File: src/hw/rtl/vfg_pkg.sv
`default_nettype none
// ----------------------------------------------------------------------------
// vfg_pkg
// Shared types and constants of the voice activity frame gate.
// ----------------------------------------------------------------------------
package vfg_pkg;

   localparam int HOLD_DEPTH_DEF = 32;
   localparam int DATA_BITS_DEF  = 32;
   localparam int CNT_MAX_BITS   = 6;
   localparam int QUEUE_DEPTH    = 4;
   localparam int CSR_IDX_BITS   = 2;
   localparam int CSR_DATA_BITS  = 32;

   typedef enum logic [1:0] {
      VAD_SIL_CONF    = 2'd0,
      VAD_SPEECH_TRIG = 2'd1,
      VAD_SPEECH_CONF = 2'd2,
      VAD_SIL_TRIG    = 2'd3
   } vad_type;

   typedef enum logic [CSR_IDX_BITS-1:0] {
      CSR_ENABLED        = 2'd0,
      CSR_REMOVE_SILENCE = 2'd1,
      CSR_SEGMENTING     = 2'd2
   } csr_index_type;

   // one emission job: optional delayed word, then buffer entries start..stop-1
   typedef struct packed {
      logic                    has_delay;
      logic                    seg;
      logic [CNT_MAX_BITS-1:0] start;
      logic [CNT_MAX_BITS-1:0] stop;
   } cmd_ctl_type;

endpackage
`default_nettype wire

File: src/hw/rtl/vfg_if.sv
`default_nettype none
// ----------------------------------------------------------------------------
// vfg_if
// Handshake channels of the voice activity frame gate.
// ----------------------------------------------------------------------------
interface vfg_req_if #(parameter int DATA_BITS = vfg_pkg::DATA_BITS_DEF);
   logic                 valid;
   logic                 ready;
   logic [1:0]           vad_state;
   logic [DATA_BITS-1:0] frame_data;
   logic                 end_of_data;
   modport source (output valid, vad_state, frame_data, end_of_data, input ready);
   modport sink   (input valid, vad_state, frame_data, end_of_data, output ready);
endinterface

interface vfg_rsp_if #(parameter int DATA_BITS = vfg_pkg::DATA_BITS_DEF);
   logic                 valid;
   logic                 ready;
   logic [DATA_BITS-1:0] out_data;
   logic                 segment_end;
   logic                 last;
   modport source (output valid, out_data, segment_end, last, input ready);
   modport sink   (input valid, out_data, segment_end, last, output ready);
endinterface

interface vfg_csr_if;
   logic                               valid;
   logic                               ready;
   logic [vfg_pkg::CSR_IDX_BITS-1:0]   index;
   logic [vfg_pkg::CSR_DATA_BITS-1:0]  wdata;
   modport source (output valid, index, wdata, input ready);
   modport sink   (input valid, index, wdata, output ready);
endinterface
`default_nettype wire

File: src/hw/rtl/vfg_ram.sv
`default_nettype none
// ----------------------------------------------------------------------------
// vfg_ram
// Generic single write, single read RAM with registered read data.
// ----------------------------------------------------------------------------
module vfg_ram #(
   parameter int WIDTH = vfg_pkg::DATA_BITS_DEF,
   parameter int DEPTH = vfg_pkg::HOLD_DEPTH_DEF,
   localparam int AW   = (DEPTH > 1) ? $clog2(DEPTH) : 1
) (
   input  wire logic             clock,
   input  wire logic             wr_en,
   input  wire logic [AW-1:0]    wr_addr,
   input  wire logic [WIDTH-1:0] wr_data,
   input  wire logic             rd_en,
   input  wire logic [AW-1:0]    rd_addr,
   output logic      [WIDTH-1:0] rd_data
);

   logic [WIDTH-1:0] mem [DEPTH];

   always_ff @(posedge clock) begin
      if (wr_en) begin
         mem[wr_addr] <= wr_data;
      end
      if (rd_en) begin
         rd_data <= mem[rd_addr];
      end
   end

endmodule
`default_nettype wire

File: src/hw/rtl/vfg_queue.sv
`default_nettype none
// ----------------------------------------------------------------------------
// vfg_queue
// Small command queue between the classifier and the emitter.
// ----------------------------------------------------------------------------
module vfg_queue #(
   parameter int WIDTH = 8,
   parameter int DEPTH = vfg_pkg::QUEUE_DEPTH,
   localparam int PW   = (DEPTH > 1) ? $clog2(DEPTH) : 1,
   localparam int CW   = $clog2(DEPTH + 1)
) (
   input  wire logic             clock,
   input  wire logic             reset,
   input  wire logic             push,
   input  wire logic [WIDTH-1:0] push_data,
   output logic                  full,
   output logic                  pop_valid,
   input  wire logic             pop_ready,
   output logic      [WIDTH-1:0] pop_data
);

   localparam logic [PW-1:0] PTR_LAST = PW'(DEPTH - 1);
   localparam logic [PW-1:0] PTR_ONE  = PW'(1);
   localparam logic [CW-1:0] CNT_FULL = CW'(DEPTH);
   localparam logic [CW-1:0] CNT_ONE  = CW'(1);

   logic [WIDTH-1:0] slot_ff [DEPTH];
   logic [PW-1:0]    wr_ptr_ff, wr_ptr_in;
   logic [PW-1:0]    rd_ptr_ff, rd_ptr_in;
   logic [CW-1:0]    cnt_ff, cnt_in;
   logic             do_push, do_pop;

   assign full      = (cnt_ff == CNT_FULL);
   assign pop_valid = (cnt_ff != '0);
   assign pop_data  = slot_ff[rd_ptr_ff];
   assign do_push   = push && !full;
   assign do_pop    = pop_valid && pop_ready;

   always_comb begin
      wr_ptr_in = wr_ptr_ff;
      rd_ptr_in = rd_ptr_ff;
      cnt_in    = cnt_ff;
      if (do_push) begin
         wr_ptr_in = (wr_ptr_ff == PTR_LAST) ? '0 : wr_ptr_ff + PTR_ONE;
      end
      if (do_pop) begin
         rd_ptr_in = (rd_ptr_ff == PTR_LAST) ? '0 : rd_ptr_ff + PTR_ONE;
      end
      if (do_push && !do_pop) begin
         cnt_in = cnt_ff + CNT_ONE;
      end else if (do_pop && !do_push) begin
         cnt_in = cnt_ff - CNT_ONE;
      end
   end

   always_ff @(posedge clock) begin
      if (reset) begin
         wr_ptr_ff <= '0;
         rd_ptr_ff <= '0;
         cnt_ff    <= '0;
      end else begin
         wr_ptr_ff <= wr_ptr_in;
         rd_ptr_ff <= rd_ptr_in;
         cnt_ff    <= cnt_in;
      end
      if (do_push) begin
         slot_ff[wr_ptr_ff] <= push_data;
      end
   end

endmodule
`default_nettype wire

File: src/hw/rtl/vfg_front.sv
`default_nettype none
// ----------------------------------------------------------------------------
// vfg_front
// Accepts frames, tracks the gate phase, fills the hold buffer and
// queues emission commands. Also holds the configuration registers.
// ----------------------------------------------------------------------------
module vfg_front #(
   parameter int HOLD_DEPTH = vfg_pkg::HOLD_DEPTH_DEF,
   parameter int DATA_BITS  = vfg_pkg::DATA_BITS_DEF,
   localparam int AW        = (HOLD_DEPTH > 1) ? $clog2(HOLD_DEPTH) : 1
) (
   input  wire logic                 clock,
   input  wire logic                 reset,
   vfg_req_if.sink                   req,
   vfg_csr_if.sink                   csr,
   output logic                      mem_wr_en,
   output logic [AW-1:0]             mem_wr_addr,
   output logic [DATA_BITS-1:0]      mem_wr_data,
   output logic                      cmd_push,
   output vfg_pkg::cmd_ctl_type      cmd_ctl,
   output logic [DATA_BITS-1:0]      cmd_data,
   input  wire logic                 queue_full,
   input  wire logic                 flush_done
);

   localparam int CNT_BITS = $clog2(HOLD_DEPTH + 1);
   localparam logic [CNT_BITS-1:0] DEPTH_CNT = CNT_BITS'(HOLD_DEPTH);
   localparam logic [CNT_BITS-1:0] CNT_ONE   = CNT_BITS'(1);

   vfg_pkg::vad_type       phase_ff, phase_in;
   logic [CNT_BITS-1:0]    count_ff, count_in;
   logic                   stopped_ff, stopped_in;
   logic                   busy_ff, busy_in;
   logic [DATA_BITS-1:0]   delay_ff, delay_in;
   logic                   enabled_ff, rm_sil_ff, segmenting_ff;
   logic                   accept;
   vfg_pkg::vad_type       vad;

   assign req.ready = !busy_ff && !queue_full;
   assign csr.ready = 1'b1;
   assign accept    = req.valid && req.ready;
   assign vad       = vfg_pkg::vad_type'(req.vad_state);

   always_comb begin
      phase_in          = phase_ff;
      count_in          = count_ff;
      stopped_in        = stopped_ff;
      busy_in           = busy_ff;
      delay_in          = delay_ff;
      mem_wr_en         = 1'b0;
      mem_wr_addr       = count_ff[AW-1:0];
      mem_wr_data       = req.frame_data;
      cmd_push          = 1'b0;
      cmd_data          = delay_ff;
      cmd_ctl.has_delay = 1'b1;
      cmd_ctl.seg       = 1'b0;
      cmd_ctl.start     = '0;
      cmd_ctl.stop      = '0;

      if (flush_done) begin
         busy_in = 1'b0;
      end

      if (accept) begin
         if (req.end_of_data) begin
            if (phase_ff == vfg_pkg::VAD_SPEECH_CONF || phase_ff == vfg_pkg::VAD_SIL_TRIG) begin
               cmd_push    = 1'b1;
               cmd_ctl.seg = 1'b1;
            end
            count_in = '0;
            phase_in = vfg_pkg::VAD_SIL_CONF;
         end else if (!enabled_ff) begin
            cmd_push = 1'b1;
            cmd_data = req.frame_data;
         end else if (!stopped_ff) begin
            unique case (phase_ff)
               vfg_pkg::VAD_SIL_CONF: begin
                  if (vad == vfg_pkg::VAD_SPEECH_TRIG) begin
                     mem_wr_en   = 1'b1;
                     mem_wr_addr = '0;
                     count_in    = CNT_ONE;
                     phase_in    = vfg_pkg::VAD_SPEECH_TRIG;
                  end
               end
               vfg_pkg::VAD_SPEECH_TRIG: begin
                  if (vad == vfg_pkg::VAD_SPEECH_TRIG) begin
                     if (count_ff < DEPTH_CNT) begin
                        mem_wr_en = 1'b1;
                        count_in  = count_ff + CNT_ONE;
                     end
                  end else if (vad == vfg_pkg::VAD_SPEECH_CONF) begin
                     cmd_push          = 1'b1;
                     cmd_ctl.has_delay = 1'b0;
                     cmd_ctl.stop      = vfg_pkg::CNT_MAX_BITS'(count_ff);
                     busy_in           = 1'b1;
                     delay_in          = req.frame_data;
                     count_in          = CNT_ONE;
                     phase_in          = vfg_pkg::VAD_SPEECH_CONF;
                  end else begin
                     count_in = '0;
                     phase_in = vfg_pkg::VAD_SIL_CONF;
                  end
               end
               vfg_pkg::VAD_SPEECH_CONF, vfg_pkg::VAD_SIL_TRIG: begin
                  if (vad == vfg_pkg::VAD_SIL_TRIG) begin
                     if (count_ff < DEPTH_CNT) begin
                        mem_wr_en = 1'b1;
                        count_in  = count_ff + CNT_ONE;
                     end
                     phase_in = vfg_pkg::VAD_SIL_TRIG;
                  end else if (vad == vfg_pkg::VAD_SPEECH_CONF ||
                               (vad == vfg_pkg::VAD_SPEECH_TRIG &&
                                phase_ff == vfg_pkg::VAD_SPEECH_CONF)) begin
                     // flush held silence after the delayed word
                     cmd_push      = 1'b1;
                     cmd_ctl.start = vfg_pkg::CNT_MAX_BITS'(1);
                     cmd_ctl.stop  = vfg_pkg::CNT_MAX_BITS'(count_ff);
                     busy_in       = (count_ff > CNT_ONE);
                     delay_in      = req.frame_data;
                     count_in      = CNT_ONE;
                     phase_in      = vfg_pkg::VAD_SPEECH_CONF;
                  end else begin
                     // segment end
                     cmd_push    = 1'b1;
                     cmd_ctl.seg = !rm_sil_ff;
                     count_in    = '0;
                     phase_in    = vfg_pkg::VAD_SIL_CONF;
                     if (!rm_sil_ff && !segmenting_ff) begin
                        stopped_in = 1'b1;
                     end
                  end
               end
               default: begin
                  phase_in = vfg_pkg::VAD_SIL_CONF;
               end
            endcase
         end
      end
   end

   always_ff @(posedge clock) begin
      if (reset) begin
         phase_ff      <= vfg_pkg::VAD_SIL_CONF;
         count_ff      <= '0;
         stopped_ff    <= 1'b0;
         busy_ff       <= 1'b0;
         enabled_ff    <= 1'b1;
         rm_sil_ff     <= 1'b0;
         segmenting_ff <= 1'b0;
      end else begin
         phase_ff   <= phase_in;
         count_ff   <= count_in;
         stopped_ff <= stopped_in;
         busy_ff    <= busy_in;
         if (csr.valid && csr.ready) begin
            unique case (csr.index)
               vfg_pkg::CSR_ENABLED:        enabled_ff    <= csr.wdata[0];
               vfg_pkg::CSR_REMOVE_SILENCE: rm_sil_ff     <= csr.wdata[0];
               vfg_pkg::CSR_SEGMENTING:     segmenting_ff <= csr.wdata[0];
               default: ;
            endcase
         end
      end
      delay_ff <= delay_in;
   end

endmodule
`default_nettype wire

File: src/hw/rtl/vfg_back.sv
`default_nettype none
// ----------------------------------------------------------------------------
// vfg_back
// Executes emission commands: the optional delayed word, then a run of hold
// buffer reads, one result per cycle into the output register unless the output stalls.
// ----------------------------------------------------------------------------
module vfg_back #(
   parameter int HOLD_DEPTH = vfg_pkg::HOLD_DEPTH_DEF,
   parameter int DATA_BITS  = vfg_pkg::DATA_BITS_DEF,
   localparam int AW        = (HOLD_DEPTH > 1) ? $clog2(HOLD_DEPTH) : 1
) (
   input  wire logic                  clock,
   input  wire logic                  reset,
   input  wire logic                  cmd_valid,
   output logic                       cmd_ready,
   input  wire vfg_pkg::cmd_ctl_type  cmd_ctl,
   input  wire logic [DATA_BITS-1:0]  cmd_data,
   output logic                       mem_rd_en,
   output logic [AW-1:0]              mem_rd_addr,
   input  wire logic [DATA_BITS-1:0]  mem_rd_data,
   output logic                       flush_done,
   vfg_rsp_if.source                  rsp
);

   localparam int PB = vfg_pkg::CNT_MAX_BITS;
   localparam logic [PB-1:0] PTR_ONE = PB'(1);

   logic                 active_ff, active_in;
   logic                 delay_pend_ff, delay_pend_in;
   logic                 rd_pend_ff, rd_pend_in;
   logic                 pend_last_ff, pend_last_in;
   logic [DATA_BITS-1:0] data_ff, data_in;
   logic                 seg_ff, seg_in;
   logic [PB-1:0]        ptr_ff, ptr_in;
   logic [PB-1:0]        stop_ff, stop_in;
   logic                 rsp_valid_ff, rsp_valid_in;
   logic [DATA_BITS-1:0] out_data_ff, out_data_in;
   logic                 seg_end_ff, seg_end_in;
   logic                 last_ff, last_in;
   logic                 out_free, consumed;
   logic [PB-1:0]        ptr_nx;

   assign rsp.valid       = rsp_valid_ff;
   assign rsp.out_data    = out_data_ff;
   assign rsp.segment_end = seg_end_ff;
   assign rsp.last        = last_ff;
   assign cmd_ready       = !active_ff;
   assign mem_rd_addr     = ptr_ff[AW-1:0];
   assign ptr_nx          = ptr_ff + PTR_ONE;

   always_comb begin
      active_in     = active_ff;
      delay_pend_in = delay_pend_ff;
      rd_pend_in    = rd_pend_ff;
      pend_last_in  = pend_last_ff;
      data_in       = data_ff;
      seg_in        = seg_ff;
      ptr_in        = ptr_ff;
      stop_in       = stop_ff;
      rsp_valid_in  = rsp_valid_ff;
      out_data_in   = out_data_ff;
      seg_end_in    = seg_end_ff;
      last_in       = last_ff;
      mem_rd_en     = 1'b0;
      flush_done    = 1'b0;
      consumed      = 1'b0;
      out_free      = !rsp_valid_ff || rsp.ready;

      if (rsp_valid_ff && rsp.ready) begin
         rsp_valid_in = 1'b0;
      end

      // output register load: pending read data goes before a newer delayed word
      if (out_free) begin
         if (rd_pend_ff) begin
            rsp_valid_in = 1'b1;
            out_data_in  = mem_rd_data;
            seg_end_in   = 1'b0;
            last_in      = pend_last_ff;
            rd_pend_in   = 1'b0;
            consumed     = 1'b1;
         end else if (active_ff && delay_pend_ff) begin
            rsp_valid_in  = 1'b1;
            out_data_in   = data_ff;
            seg_end_in    = seg_ff;
            last_in       = !(ptr_ff < stop_ff);
            delay_pend_in = 1'b0;
            if (!(ptr_ff < stop_ff)) begin
               active_in = 1'b0;
            end
         end
      end

      // buffer read issue
      if (active_ff && !delay_pend_ff && (ptr_ff < stop_ff) && (!rd_pend_ff || consumed)) begin
         mem_rd_en    = 1'b1;
         ptr_in       = ptr_nx;
         rd_pend_in   = 1'b1;
         pend_last_in = (ptr_nx == stop_ff);
         if (ptr_nx == stop_ff) begin
            active_in  = 1'b0;
            flush_done = 1'b1;
         end
      end

      if (cmd_valid && !active_ff) begin
         active_in     = 1'b1;
         delay_pend_in = cmd_ctl.has_delay;
         data_in       = cmd_data;
         seg_in        = cmd_ctl.seg;
         ptr_in        = cmd_ctl.start;
         stop_in       = cmd_ctl.stop;
      end
   end

   always_ff @(posedge clock) begin
      if (reset) begin
         active_ff     <= 1'b0;
         delay_pend_ff <= 1'b0;
         rd_pend_ff    <= 1'b0;
         rsp_valid_ff  <= 1'b0;
      end else begin
         active_ff     <= active_in;
         delay_pend_ff <= delay_pend_in;
         rd_pend_ff    <= rd_pend_in;
         rsp_valid_ff  <= rsp_valid_in;
      end
      pend_last_ff <= pend_last_in;
      data_ff      <= data_in;
      seg_ff       <= seg_in;
      ptr_ff       <= ptr_in;
      stop_ff      <= stop_in;
      out_data_ff  <= out_data_in;
      seg_end_ff   <= seg_end_in;
      last_ff      <= last_in;
   end

endmodule
`default_nettype wire

File: src/hw/rtl/vad_frame_gate.sv
`default_nettype none
// ----------------------------------------------------------------------------
// vad_frame_gate
// Voice activity gate: holds frames from a speech trigger, flushes them on
// confirmation, passes confirmed speech with a one-frame delay for the
// segment end mark, and drops confirmed silence; when disabled it passes every frame.
// ----------------------------------------------------------------------------
// a passed or delayed word reaches the output register via the command queue and
//   the emitter's command registers; a flushed word via the hold RAM read register
// throughput: held frames 1 per cycle unless the input is stalled; passed frames
//   queue while there is room; a flush stalls the input until its last read issues
// reset: synchronous; phase silence, no held words, enabled 1, other front flags and
//   valid flags 0; data and hold buffer contents undefined, no clearing pass
module vad_frame_gate #(
   parameter int HOLD_DEPTH = vfg_pkg::HOLD_DEPTH_DEF,
   parameter int DATA_BITS  = vfg_pkg::DATA_BITS_DEF
) (
   input  wire logic   clock,
   input  wire logic   reset,
   vfg_req_if.sink     req_ch,
   vfg_rsp_if.source   rsp_ch,
   vfg_csr_if.sink     csr_ch
);

   localparam int AW = (HOLD_DEPTH > 1) ? $clog2(HOLD_DEPTH) : 1;
   localparam int QW = $bits(vfg_pkg::cmd_ctl_type) + DATA_BITS;

   logic                  mem_wr_en, mem_rd_en;
   logic [AW-1:0]         mem_wr_addr, mem_rd_addr;
   logic [DATA_BITS-1:0]  mem_wr_data, mem_rd_data;
   logic                  cmd_push, queue_full, flush_done;
   vfg_pkg::cmd_ctl_type  push_ctl, pop_ctl;
   logic [DATA_BITS-1:0]  push_data, pop_data;
   logic                  pop_valid, pop_ready;

   vfg_front #(.HOLD_DEPTH(HOLD_DEPTH), .DATA_BITS(DATA_BITS)) u_front (
      .clock       (clock),
      .reset       (reset),
      .req         (req_ch),
      .csr         (csr_ch),
      .mem_wr_en   (mem_wr_en),
      .mem_wr_addr (mem_wr_addr),
      .mem_wr_data (mem_wr_data),
      .cmd_push    (cmd_push),
      .cmd_ctl     (push_ctl),
      .cmd_data    (push_data),
      .queue_full  (queue_full),
      .flush_done  (flush_done)
   );

   vfg_queue #(.WIDTH(QW), .DEPTH(vfg_pkg::QUEUE_DEPTH)) u_queue (
      .clock     (clock),
      .reset     (reset),
      .push      (cmd_push),
      .push_data ({push_ctl, push_data}),
      .full      (queue_full),
      .pop_valid (pop_valid),
      .pop_ready (pop_ready),
      .pop_data  ({pop_ctl, pop_data})
   );

   vfg_ram #(.WIDTH(DATA_BITS), .DEPTH(HOLD_DEPTH)) u_hold_ram (
      .clock   (clock),
      .wr_en   (mem_wr_en),
      .wr_addr (mem_wr_addr),
      .wr_data (mem_wr_data),
      .rd_en   (mem_rd_en),
      .rd_addr (mem_rd_addr),
      .rd_data (mem_rd_data)
   );

   vfg_back #(.HOLD_DEPTH(HOLD_DEPTH), .DATA_BITS(DATA_BITS)) u_back (
      .clock       (clock),
      .reset       (reset),
      .cmd_valid   (pop_valid),
      .cmd_ready   (pop_ready),
      .cmd_ctl     (pop_ctl),
      .cmd_data    (pop_data),
      .mem_rd_en   (mem_rd_en),
      .mem_rd_addr (mem_rd_addr),
      .mem_rd_data (mem_rd_data),
      .flush_done  (flush_done),
      .rsp         (rsp_ch)
   );

endmodule
`default_nettype wire
File: src/flat_wrapper.sv
// flat-port wrapper written by rule: the top's interface ports become plain ports
module vad_frame_gate_flat 
#(
   parameter int HOLD_DEPTH = vfg_pkg::HOLD_DEPTH_DEF,
   parameter int DATA_BITS  = vfg_pkg::DATA_BITS_DEF
)
  (clock, reset, req_ch_valid, req_ch_vad_state, req_ch_frame_data, req_ch_end_of_data, req_ch_ready, rsp_ch_valid, rsp_ch_out_data, rsp_ch_segment_end, rsp_ch_last, rsp_ch_ready, csr_ch_valid, csr_ch_index, csr_ch_wdata, csr_ch_ready);
  vfg_req_if #(.DATA_BITS(DATA_BITS)) req_ch_i ();
  vfg_rsp_if #(.DATA_BITS(DATA_BITS)) rsp_ch_i ();
  vfg_csr_if csr_ch_i ();
  input  wire logic clock;
  input  wire logic reset;
  input wire logic [$bits(req_ch_i.valid)-1:0] req_ch_valid;
  input wire logic [$bits(req_ch_i.vad_state)-1:0] req_ch_vad_state;
  input wire logic [$bits(req_ch_i.frame_data)-1:0] req_ch_frame_data;
  input wire logic [$bits(req_ch_i.end_of_data)-1:0] req_ch_end_of_data;
  output wire logic [$bits(req_ch_i.ready)-1:0] req_ch_ready;
  output wire logic [$bits(rsp_ch_i.valid)-1:0] rsp_ch_valid;
  output wire logic [$bits(rsp_ch_i.out_data)-1:0] rsp_ch_out_data;
  output wire logic [$bits(rsp_ch_i.segment_end)-1:0] rsp_ch_segment_end;
  output wire logic [$bits(rsp_ch_i.last)-1:0] rsp_ch_last;
  input wire logic [$bits(rsp_ch_i.ready)-1:0] rsp_ch_ready;
  input wire logic [$bits(csr_ch_i.valid)-1:0] csr_ch_valid;
  input wire logic [$bits(csr_ch_i.index)-1:0] csr_ch_index;
  input wire logic [$bits(csr_ch_i.wdata)-1:0] csr_ch_wdata;
  output wire logic [$bits(csr_ch_i.ready)-1:0] csr_ch_ready;
  assign req_ch_i.valid = req_ch_valid;
  assign req_ch_i.vad_state = req_ch_vad_state;
  assign req_ch_i.frame_data = req_ch_frame_data;
  assign req_ch_i.end_of_data = req_ch_end_of_data;
  assign req_ch_ready = req_ch_i.ready;
  assign rsp_ch_valid = rsp_ch_i.valid;
  assign rsp_ch_out_data = rsp_ch_i.out_data;
  assign rsp_ch_segment_end = rsp_ch_i.segment_end;
  assign rsp_ch_last = rsp_ch_i.last;
  assign rsp_ch_i.ready = rsp_ch_ready;
  assign csr_ch_i.valid = csr_ch_valid;
  assign csr_ch_i.index = csr_ch_index;
  assign csr_ch_i.wdata = csr_ch_wdata;
  assign csr_ch_ready = csr_ch_i.ready;
  vad_frame_gate #(.HOLD_DEPTH(HOLD_DEPTH), .DATA_BITS(DATA_BITS)) u_core (.clock(clock), .reset(reset), .req_ch(req_ch_i), .rsp_ch(rsp_ch_i), .csr_ch(csr_ch_i));
endmodule
File: config.mk
export PLATFORM = sky130hd
export DESIGN_NAME = vad_frame_gate_flat
export DESIGN_NICKNAME = d
export VERILOG_FILES = /design/src/hw/rtl/vfg_pkg.sv /design/src/hw/rtl/vfg_if.sv /design/src/hw/rtl/vfg_ram.sv /design/src/hw/rtl/vfg_queue.sv /design/src/hw/rtl/vfg_front.sv /design/src/hw/rtl/vfg_back.sv /design/src/hw/rtl/vad_frame_gate.sv /design/src/flat_wrapper.sv
export SDC_FILE = /design/constraint.sdc
export NUM_CORES = 1
export LEC_CHECK = 0
export BUFFER_PORTS_ARGS = -buffer_cell sky130_fd_sc_hd__buf_2
export CORE_MARGIN = 2
export CORE_UTILIZATION = 43
export CTS_BUF_LIST = sky130_fd_sc_hd__clkbuf_4
export CTS_CLUSTER_SIZE = 10
export DETAILED_ROUTE_END_ITERATION = 6
export PLACE_DENSITY = 0.65
export SLEW_MARGIN = 5
export SYNTH_ARGS = -nofsm -noshare
export SYNTH_HDL_FRONTEND = slang
export SYNTH_HIERARCHICAL = 1
export SYNTH_SLANG_ARGS = --single-unit
File: constraint.sdc
create_clock -name clock -period 6.4 [get_ports clock]
set_clock_uncertainty 0.05 [all_clocks]
set_input_delay 1.28 -clock clock [delete_from_list [all_inputs] [get_ports clock]]
set_output_delay 1.28 -clock clock [all_outputs]
set_load 0.1 [all_outputs]
==> results.txt, run 1 <==
status: finished clean
clock tree sinks: 1378
Final HPWL DP: 64200 um
CTS clock-pin slew for the worst setup and hold paths: 0.06 ns
Slew HR: 0.195
Synth Area in Adders: 0.00408
antenna violations before repair: 2
slowest stage cell, crit path: nor2_4
CTS-repair resized insts: 0
syn_area_per_cell: 18.1 sq um
placer congestion estimate: 0.790
Die ar.: 128000 sq um
share of cells above drive strength 1: 0.237
CP max stage delay: 1.03 ns
fmax: 215 MHz
CTS H-tree depth: 5
CP endpoint kind: register
Final WS setup: 1.75 ns
EDFF count, synth: 1352
CTS root buf: clkbuf_4
period utilization: 0.726
drt first pass iters: 6
first-pass GRT wire length: 171000 um
area post-placement: 56100 sq um
delay-heaviest family, CP: simple AND/OR/NAND/NOR gates
Post-Syn Area: 54000 sq um
CTS Hold Buffers Added: 0
synth top area cells: edfxtp_1, mux2i_1, mux4_2
CTS buffer count: 355
Routed Wire Length: 115000 um
WP data required: 7.19 ns
Leakage: 20.6 nW
Die H: 358 um
worst min-delay path category: primary input to register
Initial Util: 0.432
Top Ports: 111
Via Count: 27700
post-synthesis xor/xnor area fraction: 0.00292
Max Cap Viol: 0
Slew @ Worst Pin: 1.20 ns
Crit Path Category: register to register
Syn Inst Count: 2983
CP startpoint kind: register
Via density: 5.40
final hold slack: 0.352 ns
post-synth top area cell: edfxtp_1
Residual DRC: 0
FF+latch count, synth: 1378
final instance area: 60100 sq um
core area: 125000 sq um
predominant post-synthesis flop cell: edfxtp_1
synth unique cells: 68
Bufs and invs on worst path: 2
unrepaired setup endpoints after global routing: false
maximum vdd drop: 0.359 mV
dpl ws: 1.31 ns
multiplexer share of the synthesized area: 0.129
final hold vios: 0
routed len/inst: 22.4 um
CP Max Fanout: 22
num rows: 130
largest family of logic cells by synthesized area: multiplexers
YS warnings: 6
post-synth top area share: 0.752
vias in the first global route: 28200
DR iter-0 viols: 2188
layout net count: 3378
CTS tree: yes
final worst path period need: 4.65 ns
Critical Path AT: 5.44 ns
gr ovfl total: 0
area grow syn2layout: 11.2%
CTS Buffer Depth: 4
final max-slew violation count: 0
post-synthesis simple-gate area fraction: 0.0343
largest net degree at the start of global routing: 129
Compound-Gate Fraction of Synth Area: 0.0434
pwr dens: 405 nW/um^2
Seq/Total Area, Yosys: 0.761
endpoints failing setup: 0
die width: 358 um
clk_lat worst skew: 1.18 ns
Final ANT Viol Nets: 0
crit path cell chain: or3b_1, clkinv_4, nor2_2, and2_1, nand2_2, nor3b_1, nand3_1, nor2_4, buf_4
async set or reset register ratio after synthesis: 0
IO Port Bufs: 78
Total GRT Usage: 0.179
post-CTS setup buffers: 0
final setup TNS: 0 ns
[cells in the final DEF (no fill, tap or decap), drive strengths merged, types with 46 or more instances in the layout]
cell and count:
nor2 60, nand3 103, a22o 64, clkinv 60, mux2 66, mux4 46
nand2 118, a22oi 98, buf 139, mux2i 517, edfxtp 1352, a21oi 122
clkbuf 479
[worst reg2reg max path: cells and delay by family, from the launching register on]
family	cells	cell delay (ns)
simple gates	7	3.45
flops	1	0.44
buf+inv	2	0.42
[layout make-up]
| type | count | area [sq um] |
|---|---|---|
| diodes | 3 | 7.51 |
| fillers | 10400 | 65000 |
| clock buffers | 479 | 3600 |
| clock inverters | 72 | 395 |
| well taps | 1650 | 2060 |
| inverters | 19 | 90.1 |
| multi-input cells | 1394 | 11900 |
| flip-flops and latches | 1378 | 41100 |
| repair buffers | 139 | 936 |
[cells by family (layout without fill, tap and decap cells)]
logic type	after synthesis	count (layout)
and+or+nand+nor	381	381
DFF	1378	1378
muxes	629	629
AOI/OAI and AO/OA	345	345
buffers and inverters	215	709
xor gates and xnor gates	16	16
adders and majority gates	17	17
other	2	9
[flip-flops by register name, summed over array words and instances, names as in the netlist, 2 cells and up, named ones only]
signal,count
u_core/u_hold_ram/rd_data,32
u_core/u_queue/slot_ff,184
u_core/u_front/delay_ff,32
u_core/u_back/ptr_ff,6
u_core/u_back/data_ff,32
u_core/u_hold_ram/mem,1024
u_core/u_queue/wr_ptr_ff,2
u_core/u_queue/rd_ptr_ff,2
u_core/u_back/rsp.out_data,32
u_core/u_front/count_ff,6
u_core/u_front/phase_ff,2
u_core/u_queue/cnt_ff,3
u_core/u_back/stop_ff,6
[metal layers]
layer | GRT usage | vias to the layer above | share of wire
met5 | 0 | - | 0
met4 | 0.0693 | 0 | 0.028
met3 | 0.0313 | 197 | 0.046
met2 | 0.297 | 754 | 0.50
met1 | 0.235 | 14200 | 0.42
li1 | - | 12600 | -
[path summary, 6_finish.rpt]
check                           cells after the start                            to                        start  slack [ns]
worst max-delay path                                9  u_core/u_hold_ram/mem[7][15]     u_core/u_queue/cnt_ff[0]        1.75
worst min-delay path                                2     u_core/u_front/enabled_ff              csr_ch_wdata[0]        0.35
worst max register to register                      9  u_core/u_hold_ram/mem[7][15]     u_core/u_queue/cnt_ff[0]        1.75
worst min register to register                      2                      register  u_core/u_queue/rd_ptr_ff[0]        0.44
[stage by stage]
stage,utilization,total power [mW],instances
finish,0.480,24.4,5134
global route,0.480,25.5,5134
CTS,0.480,24.6,5131
detailed placement,0.448,17.8,4580
global placement,0.448,17.7,4580
floorplan,-,15.9,2987
[cells in the mapped netlist, drive strengths merged (3+ instances only)]
| cell type | count |
|---|---|
| a22oi | 98 |
| o31ai | 3 |
| or3b | 6 |
| ha | 16 |
| mux2i | 517 |
| edfxtp | 1352 |
| nor2b | 8 |
| mux2 | 66 |
| dfxtp | 26 |
| nand2b | 5 |
| a211o | 3 |
| nand3b | 8 |
| a22o | 64 |
| or4 | 4 |
| and2 | 15 |
| inv | 17 |
| o21ai | 13 |
| xnor2 | 7 |
| a31oi | 33 |
| nand2 | 118 |
| clkbuf | 47 |
| nand3 | 103 |
| buf | 149 |
| a21oi | 122 |
| nor2 | 60 |
| or3 | 6 |
| xor2 | 8 |
| mux4 | 46 |
| nor3 | 36 |
| and3 | 4 |
[where the power goes]
group / leakage (nW) / internal (mW) / switching (mW)
clock: 2.39 / 3.58 / 3.24
combinational: 5.82 / 2.31 / 4.49
sequential: 12.4 / 10.5 / 0.215
(Power assumes the default switching activity.)
==> run 2, diff against run 1 <==
- PLACE_DENSITY: 0.65 -> 0.67
- clock period: 6.4 -> 3.9 ns (I/O delays scaled with it)
==> run 2 against run 1 <==
Net effect: die area unchanged; worst setup slack worse by 1.4 ns; via count up 0.18%; register-to-register slack worse by 1.4 ns; power up 65%; sequential share of layout area down 1.4 points; global-route usage down 0.16 points; sequential cell count unchanged; cell count up 1.6%; critical path depth up 1; combinational power up 65%; sequential power up 65%; critical path type unchanged; largest power group unchanged.
==> results.txt, run 2 (same netlist as run 1, synthesis figures left out) <==
area grow syn2layout: 13.5%
R2R Setup Slk: 0.36 ns (-1.39 ns)
largest net degree at the start of global routing: 104 (-19%)
drt first pass iters: 5 (-1)
DR iter-0 viols: 2623 (+20%)
CTS buffer count: 351 (-1.1%)
worst hold stages: 1 (-1)
pwr dens: 656 nW/um^2 (+62%)
Die H: 358 um (unchanged)
highest-count cells in the layout ignoring fill and taps: edfxtp_1, mux2i_1, clkbuf_4
layout net count: 3435 (+1.7%)
area of the multi-input gates: 11900 sq um (about the same)
CTS-repair resized insts: 0 (unchanged)
Placed Instances: 4611 (+0.68%)
final instance area: 61300 sq um (+2.0%)
maximum vdd drop: 0.504 mV (+41%)
CTS Buffer Depth: 4 (unchanged)
vias in the first global route: 28400 (+0.79%)
final hold vios: 0 (unchanged)
worst min-delay path category: primary input to register
CTS tree: yes
Top Metal Used: met4
gr ovfl total: 0 (unchanged)
Final WS setup: 0.361 ns (-1.39 ns)
num rows: 130 (unchanged)
CTS root buf: clkbuf_4
Sequential cell area: 41100 sq um (about the same)
Top Ports: 111 (unchanged)
antenna violations before repair: 2 (unchanged)
CP startpoint kind: register
CP Max Fanout: 32 (+45%)
routed len/inst: 21.8 um (-2.9%)
fin cells: 5218 (+1.6%)
Met1 Wirelength: 48400 um (-0.56%)
Slew @ Worst Pin: 1.13 ns (-0.0703 ns)
clock tree sinks: 1378 (unchanged)
hold endpoint: u_core/u_hold_ram/mem[14][17]
Slew HR: 0.242 (+0.0470)
Residual DRC: 0 (unchanged)
CTS H-tree depth: 5 (unchanged)
endpoints failing setup: 0 (unchanged)
commonest non-fill, non-tap cell in the layout: edfxtp_1
WP data required: 4.63 ns (-2.56 ns)
register with the highest flop count: u_core/u_hold_ram/mem
clk_lat worst skew: 1.21 ns (+0.03 ns)
Total GRT Usage: 0.177 (-0.00161)
Leakage: 21.1 nW (+2.4%)
RR Startpoint: u_core/u_queue/cnt_ff[2]
CTS clock-pin slew for the worst setup and hold paths: 0.08 ns (+0.02 ns)
hold_sp: req_ch_frame_data[17]
period utilization: 0.907 (+0.181)
Via density: 5.32 (-1.4%)
worst r2r dst: u_core/u_hold_ram/mem[16][27]
IO Port Bufs: 78 (unchanged)
met3 wire length: 5500 um (+3.1%)
die width: 358 um (unchanged)
Crit Path Category: register to register
wire length on met2: 57100 um (-1.5%)
unrepaired setup endpoints after global routing: false
status: finished clean
Crit. Startpoint: u_core/u_queue/cnt_ff[2]
Routed Wire Length: 114000 um (-1.3%)
Max Cap Viol: 0 (unchanged)
fmax: 283 MHz (+31%)
Register-to-Register Path Depth: 10 (+1)
CP endpoint kind: register
placer congestion estimate: 0.809 (+2.4%)
Via Count: 27800 (+0.18%)
Die ar.: 128000 sq um (unchanged)
Initial Util: 0.432 (unchanged)
final max-slew violation count: 0 (unchanged)
max reg flops: 1024 (unchanged)
area post-placement: 56900 sq um (+1.5%)
first-pass GRT wire length: 172000 um (+0.16%)
Final HPWL DP: 64200 um (about the same)
number of fill cells: 10200 (-1.5%)
Final ANT Viol Nets: 0 (unchanged)
core area: 125000 sq um (unchanged)
share of cells above drive strength 1: 0.246 (+0.00914)
biggest regs: u_core/u_hold_ram/mem (1024), u_core/u_queue/slot_ff (184)
dpl ws: 0.354 ns (-0.958 ns)
final worst path period need: 3.54 ns (-1.11 ns)
Critical Path AT: 4.27 ns (-1.17 ns)
run 2: changes by cell type in the layout (fill, tap and decap cells not counted), moves of 2 or more:
cell | previous run | this run
clkbuf_4 | 479 | 497
diode_2 | 3 | 9
dlygate4sd3_1 | 0 | 30
buf_4 | 54 | 38
dfxtp_1 | 23 | 21
or3b_2 | 4 | 2
bufinv_16 | 4 | 2
clkinv_2 | 3 | 5
or3b_4 | 0 | 2
dfxtp_2 | 2 | 4
buf_12 | 7 | 54
run 2: where the power goes:
group / total, mW / leakage, nW / internal (mW) / switching, mW
Clock: 11.3 / 2.45 / 5.93 / 5.40
Combinational: 11.2 / 6.26 / 4.00 / 7.18
Sequential: 17.7 / 12.4 / 17.3 / 0.455
Total: 40.2 / 21.1 / 27.2 / 13.0
run 2: per-layer routing:
metal,GRT usage,vias to the layer above
li1,-,12700
met1,0.234,14100
met2,0.293,822
met3,0.0324,180
met4,0.0660,0
met5,0,-
run 2: layout make-up:
class,count,share of cell area
Tap cell,1650,0.0337
Clock buffer,497,0.0609
Inverter,19,0.00147
Timing Repair Buffer,200,0.0336
Sequential cell,1378,0.671
Clock inverter,71,0.00555
Multi-Input combinational cell,1394,0.194
Antenna cell,9,0.000367
run 2: worst max-delay path by stage:
| stage | endpoint | slack [ns] | depth (start not counted) |
|---|---|---|---|
| floorplan | u_core/u_hold_ram/mem[2][0] | -0.25 | 11 |
| global placement | u_core/u_queue/cnt_ff[2] | 0.33 | 14 |
| detailed placement | u_core/u_queue/cnt_ff[2] | 0.35 | 14 |
| CTS | u_core/u_hold_ram/mem[16][27] | 0.37 | 10 |
| global route | u_core/u_hold_ram/mem[4][8] | 0.24 | 10 |
| finish | u_core/u_hold_ram/mem[16][27] | 0.36 | 10 |
run 2: worst max-delay path, cell delays in order, from the launching register on:
cell and delay [ns]:
dfxtp_1 0.35, or3b_1 0.34, clkinv_4 0.11, nor2_4 0.11, and2_4 0.19, nand2_2 0.06
or4_4 0.53, and2_1 0.22, or3b_2 0.72, nor2_4 0.19, buf_12 0.27
run 2: per-stage QoR:
step / setup TNS, ns / power [mW] / hold WS, ns / utilization
after CTS: 0 / 40.7 / 0.00203 / 0.490
after global routing: 0 / 42.1 / 0.0597 / 0.490
after global placement: 0 / 29.2 / 0.414 / 0.455
after detailed placement: 0 / 29.3 / 0.419 / 0.455
after floorplan: -110.35 / 26.1 / 0.392 / -
final: 0 / 40.2 / 0.101 / 0.490
run 2: timing repair:
item,CTS,global route
setup buffers,0,0
hold buffers,30,0
hold endpoints to repair,169,0
setup endpoints to repair,0,0
